$ cat src/sttf_pkg.sv
package sttf_pkg;

    // Stored task: type bit, packed identifier, signed order key
    typedef struct packed {
        logic               ttype;
        logic [31:0]        name;
        logic signed [31:0] key;
    } t_task;

    // Per-cycle commands from the controller to every cell
    typedef struct packed {
        logic ins;   // sorted insert of the incoming task
        logic pop;   // shift the whole row one place toward the head
    } t_cell_ctl;

    // Controller states
    typedef enum logic {
        ST_LOAD  = 1'b0,
        ST_DRAIN = 1'b1
    } t_state;

    // Configuration register indexes
    localparam logic CFG_KEY_THRESHOLD = 1'b0;
    localparam logic CFG_WANTED_TYPE   = 1'b1;

endpackage

$ cat src/sorted_task_threshold_filter_top.sv
// Sorted task filter. Tasks stream in on the slave side, one transaction per cycle,
// and drop into place in a row of MAX_TASKS cells that keeps them ordered by signed
// key (equal keys stay in arrival order) as they arrive; each cell compares the
// incoming key with its own in the same cycle. Tasks past MAX_TASKS are discarded
// and reported through the dropped flag. The transaction with tlast ends the batch:
// o_s_axis_tready then drops and the row drains from its head one cell per cycle,
// stalling while a result waits on the master side, and emits each task of the wanted
// type whose key is below the threshold, until the first key at or above the threshold
// or the row runs empty. The last result carries tlast; a batch with no match yields
// one result with found clear and zero data. Configuration must be written only while
// no batch is in flight; the block itself does not enforce this.
module sorted_task_threshold_filter_top #(
    parameter int MAX_TASKS = 16
) (
    input  logic        i_clk,
    input  logic        i_rst_n,
    // configuration write port
    input  logic        i_cfg_we,
    input  logic        i_cfg_addr,
    input  logic [31:0] i_cfg_data,
    // task input
    input  logic        i_s_axis_tvalid,
    output logic        o_s_axis_tready,
    input  logic [63:0] i_s_axis_tdata,   // [31:0] task_name, [63:32] task_key
    input  logic        i_s_axis_tuser,   // [0] task_type
    input  logic        i_s_axis_tlast,   // is_last_task
    // result output
    output logic        o_m_axis_tvalid,
    input  logic        i_m_axis_tready,
    output logic [63:0] o_m_axis_tdata,   // [31:0] out_name, [63:32] out_key
    output logic [1:0]  o_m_axis_tuser,   // [0] found, [1] dropped
    output logic        o_m_axis_tlast    // run_end
);

    localparam int CW = $clog2(MAX_TASKS + 1);
    localparam logic [CW-1:0] FULL = CW'(MAX_TASKS);

    // Configuration registers
    logic signed [31:0] r_thr;
    logic               r_want;

    always_ff @(posedge i_clk) begin
        if (!i_rst_n) begin
            r_thr  <= '0;
            r_want <= 1'b0;
        end else if (i_cfg_we) begin
            case (i_cfg_addr)
                sttf_pkg::CFG_KEY_THRESHOLD: r_thr  <= i_cfg_data;
                sttf_pkg::CFG_WANTED_TYPE:   r_want <= i_cfg_data[0];
                default:                     r_thr  <= r_thr;
            endcase
        end
    end

    // Control state
    sttf_pkg::t_state r_state, n_state;
    logic [CW-1:0]    r_count, n_count;
    logic             r_ovf, n_ovf;
    logic             r_pend_vld, n_pend_vld;
    sttf_pkg::t_task  r_pend, n_pend;
    logic             r_out_vld, n_out_vld;
    logic             r_out_found, n_out_found;
    logic             r_out_last, n_out_last;
    logic             r_out_drop, n_out_drop;
    logic [31:0]      r_out_name, n_out_name;
    logic [31:0]      r_out_key, n_out_key;

    sttf_pkg::t_task   w_new;
    sttf_pkg::t_task   w_cell [MAX_TASKS];
    logic              w_lt   [MAX_TASKS];
    sttf_pkg::t_cell_ctl w_ctl;

    logic w_in_acc, w_full, w_can_push, w_head_vld, w_below, w_match, w_term;
    logic w_drain_step;

    assign w_new.ttype = i_s_axis_tuser;
    assign w_new.name  = i_s_axis_tdata[31:0];
    assign w_new.key   = i_s_axis_tdata[63:32];

    assign w_in_acc   = i_s_axis_tvalid && o_s_axis_tready;
    assign w_full     = (r_count == FULL);
    assign w_can_push = !r_out_vld || i_m_axis_tready;
    assign w_head_vld = (r_count != '0);
    assign w_below    = (w_cell[0].key < r_thr);
    assign w_match    = w_head_vld && w_below && (w_cell[0].ttype == r_want);
    assign w_term     = !w_head_vld || !w_below;
    assign w_drain_step = (r_state == sttf_pkg::ST_DRAIN) && w_can_push;

    // Row of sorting cells
    for (genvar g = 0; g < MAX_TASKS; g++) begin : g_cell
        sttf_cell u_cell (
            .i_clk     (i_clk),
            .i_ctl     (w_ctl),
            .i_empty   (CW'(g) >= r_count),
            .i_new     (w_new),
            .i_prev    ((g == 0) ? w_new : w_cell[(g == 0) ? 0 : g - 1]),
            .i_prev_lt ((g == 0) ? 1'b0 : w_lt[(g == 0) ? 0 : g - 1]),
            .i_next    ((g == MAX_TASKS - 1) ? w_cell[g] :
                        w_cell[(g == MAX_TASKS - 1) ? g : g + 1]),
            .o_task    (w_cell[g]),
            .o_lt      (w_lt[g])
        );
    end

    // Next state
    always_comb begin
        n_state = r_state;
        case (r_state)
            sttf_pkg::ST_LOAD: begin
                if (w_in_acc && i_s_axis_tlast) begin
                    n_state = sttf_pkg::ST_DRAIN;
                end
            end
            sttf_pkg::ST_DRAIN: begin
                if (w_can_push && w_term) begin
                    n_state = sttf_pkg::ST_LOAD;
                end
            end
            default: n_state = sttf_pkg::ST_LOAD;
        endcase
    end

    // Outputs of the controller: cell commands, count, pending and output registers
    always_comb begin
        o_s_axis_tready = (r_state == sttf_pkg::ST_LOAD);
        w_ctl.ins   = w_in_acc && !w_full;
        w_ctl.pop   = w_drain_step && !w_term;
        n_count     = r_count;
        n_ovf       = r_ovf;
        n_pend_vld  = r_pend_vld;
        n_pend      = r_pend;
        n_out_vld   = r_out_vld && !i_m_axis_tready;
        n_out_found = r_out_found;
        n_out_last  = r_out_last;
        n_out_drop  = r_out_drop;
        n_out_name  = r_out_name;
        n_out_key   = r_out_key;

        if (w_in_acc) begin
            if (w_full) begin
                n_ovf = 1'b1;
            end else begin
                n_count = r_count + CW'(1);
            end
        end

        if (w_drain_step) begin
            if (w_term) begin
                // batch end: flush the held match or report no match
                n_out_vld   = 1'b1;
                n_out_found = r_pend_vld;
                n_out_last  = 1'b1;
                n_out_drop  = r_ovf;
                n_out_name  = r_pend_vld ? r_pend.name : '0;
                n_out_key   = r_pend_vld ? r_pend.key  : '0;
                n_pend_vld  = 1'b0;
                n_count     = '0;
                n_ovf       = 1'b0;
            end else begin
                n_count = r_count - CW'(1);
                if (w_match) begin
                    // hold the new match; the older one is known not to be last
                    n_pend     = w_cell[0];
                    n_pend_vld = 1'b1;
                    if (r_pend_vld) begin
                        n_out_vld   = 1'b1;
                        n_out_found = 1'b1;
                        n_out_last  = 1'b0;
                        n_out_drop  = r_ovf;
                        n_out_name  = r_pend.name;
                        n_out_key   = r_pend.key;
                    end
                end
            end
        end
    end

    // Control registers
    always_ff @(posedge i_clk) begin
        if (!i_rst_n) begin
            r_state    <= sttf_pkg::ST_LOAD;
            r_count    <= '0;
            r_ovf      <= 1'b0;
            r_pend_vld <= 1'b0;
            r_out_vld  <= 1'b0;
        end else begin
            r_state    <= n_state;
            r_count    <= n_count;
            r_ovf      <= n_ovf;
            r_pend_vld <= n_pend_vld;
            r_out_vld  <= n_out_vld;
        end
    end

    // Payload registers
    always_ff @(posedge i_clk) begin
        r_pend      <= n_pend;
        r_out_found <= n_out_found;
        r_out_last  <= n_out_last;
        r_out_drop  <= n_out_drop;
        r_out_name  <= n_out_name;
        r_out_key   <= n_out_key;
    end

    assign o_m_axis_tvalid = r_out_vld;
    assign o_m_axis_tdata  = {r_out_key, r_out_name};
    assign o_m_axis_tuser  = {r_out_drop, r_out_found};
    assign o_m_axis_tlast  = r_out_last;

`ifndef SYNTH
    // Stored task count never exceeds the row length
    a_count_bound: assert property (@(posedge i_clk) disable iff (!i_rst_n)
        r_count <= FULL)
        else $error("task count beyond capacity");

    // A held match exists only while the row drains
    a_pend_drain: assert property (@(posedge i_clk) disable iff (!i_rst_n)
        r_pend_vld |-> (r_state == sttf_pkg::ST_DRAIN))
        else $error("pending match outside drain");

    // A no-match result always closes its batch
    a_nomatch_last: assert property (@(posedge i_clk) disable iff (!i_rst_n)
        (r_out_vld && !r_out_found) |-> r_out_last)
        else $error("no-match result without run end");

    // Head two cells stay in key order while two or more tasks are stored
    a_sorted_head: assert property (@(posedge i_clk) disable iff (!i_rst_n)
        (r_count >= CW'(2)) |-> (w_cell[0].key <= w_cell[1].key))
        else $error("row out of key order");
`endif

endmodule

$ cat src/sttf_cell.sv
module sttf_cell (
    input  logic              i_clk,
    input  sttf_pkg::t_cell_ctl i_ctl,
    input  logic              i_empty,     // this cell holds no task of the batch
    input  sttf_pkg::t_task   i_new,       // incoming task, broadcast to all cells
    input  sttf_pkg::t_task   i_prev,      // content of the neighbor nearer the head
    input  logic              i_prev_lt,   // neighbor nearer the head moves down
    input  sttf_pkg::t_task   i_next,      // content of the neighbor farther from the head
    output sttf_pkg::t_task   o_task,
    output logic              o_lt
);

    sttf_pkg::t_task r_task;
    sttf_pkg::t_task n_task;

    // New task goes before this one only on a strictly smaller key (keeps load order)
    assign o_lt = i_empty || (i_new.key < r_task.key);

    // Insert: take the new task at the boundary, the neighbor's content below it; pop: take the next neighbor's content
    always_comb begin
        n_task = r_task;
        if (i_ctl.ins && o_lt) begin
            n_task = i_prev_lt ? i_prev : i_new;
        end else if (i_ctl.pop) begin
            n_task = i_next;
        end
    end

    always_ff @(posedge i_clk) begin
        r_task <= n_task;
    end

    assign o_task = r_task;

endmodule

$ cat config.mk
export PLATFORM = sky130hd
export DESIGN_NAME = sorted_task_threshold_filter_top
export DESIGN_NICKNAME = d
export VERILOG_FILES = /design/src/sttf_pkg.sv /design/src/sorted_task_threshold_filter_top.sv /design/src/sttf_cell.sv
export SDC_FILE = /design/constraint.sdc
export NUM_CORES = 2
export LEC_CHECK = 0
export BUFFER_PORTS_ARGS = -buffer_cell sky130_fd_sc_hd__buf_2
export CAP_MARGIN = 10
export CORE_AREA = 2 2 646 455
export CTS_CLUSTER_SIZE = 28
export DETAILED_ROUTE_END_ITERATION = 8
export DIE_AREA = 0 0 648 457
export SYNTH_ARGS = -nofsm -noshare
export SYNTH_HDL_FRONTEND = slang
export SYNTH_SLANG_ARGS = --single-unit
$ cat constraint.sdc
create_clock -name i_clk -period 9.46 [get_ports i_clk]
set_input_delay 0 -clock i_clk [delete_from_list [all_inputs] [get_ports i_clk]]
set_output_delay 0 -clock i_clk [all_outputs]
set_load 0.005 [all_outputs]
==> key figures <==
Timing
  • RSZ-0062 raised after global routing: false
  • Endpoints failing setup: 0
  • Fin crit share: 0.580
  • Worst-Margin Slew: 1.23 ns
  • FMAX: about 0.18 GHz
  • Setup TNS: 0 ns
  • Max-slew headroom: 0.171
  • Final Max Tran Viols: 0
  • Final worst path period need: about 5.5 ns
  • Post-Route Skew: 0.0554 ns
  • Fin. Hold Viols: 0

GRT
  • Largest net degree at the start of global routing: between 100 and 150
  • Grt ovf: 0
  • Vias in the first global route: about 53,000
  • Initial antenna violation count: 24
  • First-pass GRT wire length: ~340,000 um
  • Gr usage total: 0.146

Outcome
  • Status: complete, no violations

Place
  • Port Buf Inserts: between 150 and 200
  • Post-DP HPWL: about 160,000 um
  • Routability Congestion: 0.883
  • Placed cell count: 10,500

Logic synthesis
  • Dominant synthesized flop cell: edfxtp_1
  • Post-synth EDFFs: roughly 1,200
  • Mean Syn Cell Area: around 11 um^2
  • Simple-gate share of the synthesized area: 0.0882
  • Top-count cell post-synth: edfxtp_1
  • Mux cell area share after synthesis: 0.147
  • Post-synth ARST share: 0
  • Synth Area in XOR/XNOR: 0.000728
  • Area leader, netlist: edfxtp_1
  • Distinct cells, synth: between 60 and 70
  • Post-Synth Adder-Cell Area: 0.0923
  • Largest family of logic cells by synthesized area: multiplexers
  • Ranking of synthesized cells by area: edfxtp_1, mux2i_1, ha_1
  • Cells after synthesis: approximately 6,700
  • Seq/Total Area, Yosys: 0.499
  • Post-synthesis cell area: ~70,000 um^2
  • Commonest cells post-synth: edfxtp_1, a21oi_1, mux2i_1
  • Ys Warns: 0
  • Synth Area in Compound Gates: 0.117
  • Syn nets: 7,383
  • Seq cells post-synth: roughly 1,200
  • Yosys top cell area share: 0.487

Critical path
  • Arr. time, crit path: just under 6 ns
  • CP most frequent cell: buf_4
  • Bufs and invs on worst path: 3
  • Worst EP required: 9.91 ns
  • CP peak stage delay: ~0.90 ns
  • Reg2reg start: g_cell[8].u_cell.o_task[31]$_DFFE_PP_
  • Worst Setup SP: g_cell[8].u_cell.o_task[31]$_DFFE_PP_
  • Startpoint Class: register
  • Crit Path Max Fanout: 54
  • Cell-by-cell trace of the critical path: inv_1 > ha_1 > nand4_1 > nor2_1 > o21ai_0 > a2111oi_0 > a21boi_0 > a31oi_4 > buf_4 > o21ai_4 > buf_4
  • CP delay by family, top: compound AO/OA/AOI/OAI gates
  • Crit-path slowest cell: buf_4
  • Critical path endpoint category: register
  • Critical path type: reg2reg

CTS
  • Cts hold-fix bufs: around 170
  • Root Buffer: clkbuf_16
  • Maximum clock path buffer count: 4
  • Worst-Skew Late Latency: ~0.8 ns
  • Num CTS Buffers: approximately 140
  • Post-CTS repair timing setup buffer count: 0
  • Clock Sinks: roughly 1,200
  • CTS tree: built
  • # resized after CTS: 0
  • H-tree Lvls: 4
  • Worst-path clk slew: around 0.060 ns

Floorplan
  • Die width: between 600 and 700 um
  • Row count: 166
  • IO Pins: between 150 and 200
  • Placeable Area: between 200,000 and 300,000 um^2
  • Initial Utilization: 0.248
  • Die Area: a little under 300,000 um^2
  • Die Y-Extent: 457 um

Worst hold path
  • Hold Startpoint: i_s_axis_tdata[47]
  • Hold crit path type: in2reg

Job
  • Max-cap violations: 0

Pwr
  • Leak: 0.0327 uW
  • VDD IR max: ~200 uV
  • Pwr/cell area: between 300 and 400 nW/um^2

Detailed routing
  • DRT antenna net count: 0
  • Drt pass-1 iters: 6
  • Wire per inst: between 20 and 25 um
  • DRC: 0
  • Total wire length: around 220,000 um
  • Iter 0 DRT Violations: 6,246
  • Via/cell ratio: ~5
  • Vias: ~54,000

Cells and area
  • Nets: between 7,000 and 8,000
  • Layout cell share with drive strength beyond 1: 0.116
  • Area delta synth->final: 14.9%
  • Final non-filler cell total: between 10,000 and 15,000
-- layout make-up --
type	count	area [um^2]
repair buffers	453	3390
clock inverters	55	380
multi-input cells	4555	32500
clock buffers	177	3670
fillers	29800	208000
inverters	549	2060
well taps	3864	4830
flip-flops and latches	1213	36000
diodes	2	5.00
-- layer usage --
metal,vias to the layer above,global-route usage,wire (um)
li1,24700,-,-
met3,315,0.0282,21800
met4,28,0.0329,4420
met1,26500,0.227,109000
met2,2637,0.203,88400
met5,-,0,169
-- cell families after synthesis --
| family | count (synthesis) |
|---|---|
| compound gates | 1497 |
| xor+xnor | 6 |
| fa+ha+maj | 532 |
| buf+inv | 979 |
| flops | 1213 |
| mux | 1016 |
| simple gates | 1504 |
-- worst min-delay path, delay by kind of cell --
kind / cells / cell delay, ns
buffers and inverters: 2 / 0.49
AND/OR/NAND/NOR: 1 / 0.11
AO/OA/AOI/OAI: 1 / 0.08
-- sequential cells by signal, indices dropped and copies added (netlist names) --
register,cells
g_cell.u_cell.o_task,1040
o_m_axis_tlast,1
o_m_axis_tvalid,1
r_count,5
r_out_drop,1
r_out_found,1
r_out_key,32
r_out_name,32
r_ovf,1
r_pend,64
r_pend_vld,1
r_state,1
r_thr,32
r_want,1
-- where the power goes --
part | internal (uW) | switching, uW
clock network | 2850 | 2240
logic | 4090 | 6850
registers | 9180 | 1470
-- stage by stage --
step	utilization	instance area [um^2]	hold slack [ns]	setup WS, ns	total power [uW]
4_1_cts	0.285	82900	0.0603	4.11	26600
2_1_floorplan	-	72100	0.145	1.83	17900
5_1_grt	0.285	82900	0.123	3.91	28300
3_5_place_dp	0.265	77100	0.272	4.10	21400
3_3_place_gp	0.265	77100	0.259	4.15	21000
6_report	0.285	82900	0.0761	3.97	26700
-- placed cells by master, fill, tap and decap left out, types with 56 or more instances in the layout --
cell / count
a21o_1: 68
a21oi_1: 825
a31oi_1: 144
buf_2: 172
buf_4: 112
clkbuf_16: 141
dlygate4sd3_1: 169
edfxtp_1: 1171
ha_1: 532
inv_1: 549
mux2_2: 287
mux2i_1: 706
nand2_1: 583
nand3_1: 56
nand4_1: 76
nor2_1: 604
nor2b_1: 82
o21ai_0: 258
-- path summary, 6_finish.rpt --
kind                                                                to  slack (ns)  cells after the start
worst max-delay path             g_cell[8].u_cell.o_task[12]$_DFFE_PP_        3.97                     11
worst min-delay path            g_cell[13].u_cell.o_task[15]$_DFFE_PP_        0.08                      4
worst max register to register   g_cell[8].u_cell.o_task[12]$_DFFE_PP_        3.97                     11
worst min register to register                    r_pend[59]$_DFFE_PP_        0.42                      0
Power figures use the tool's default switching activity.
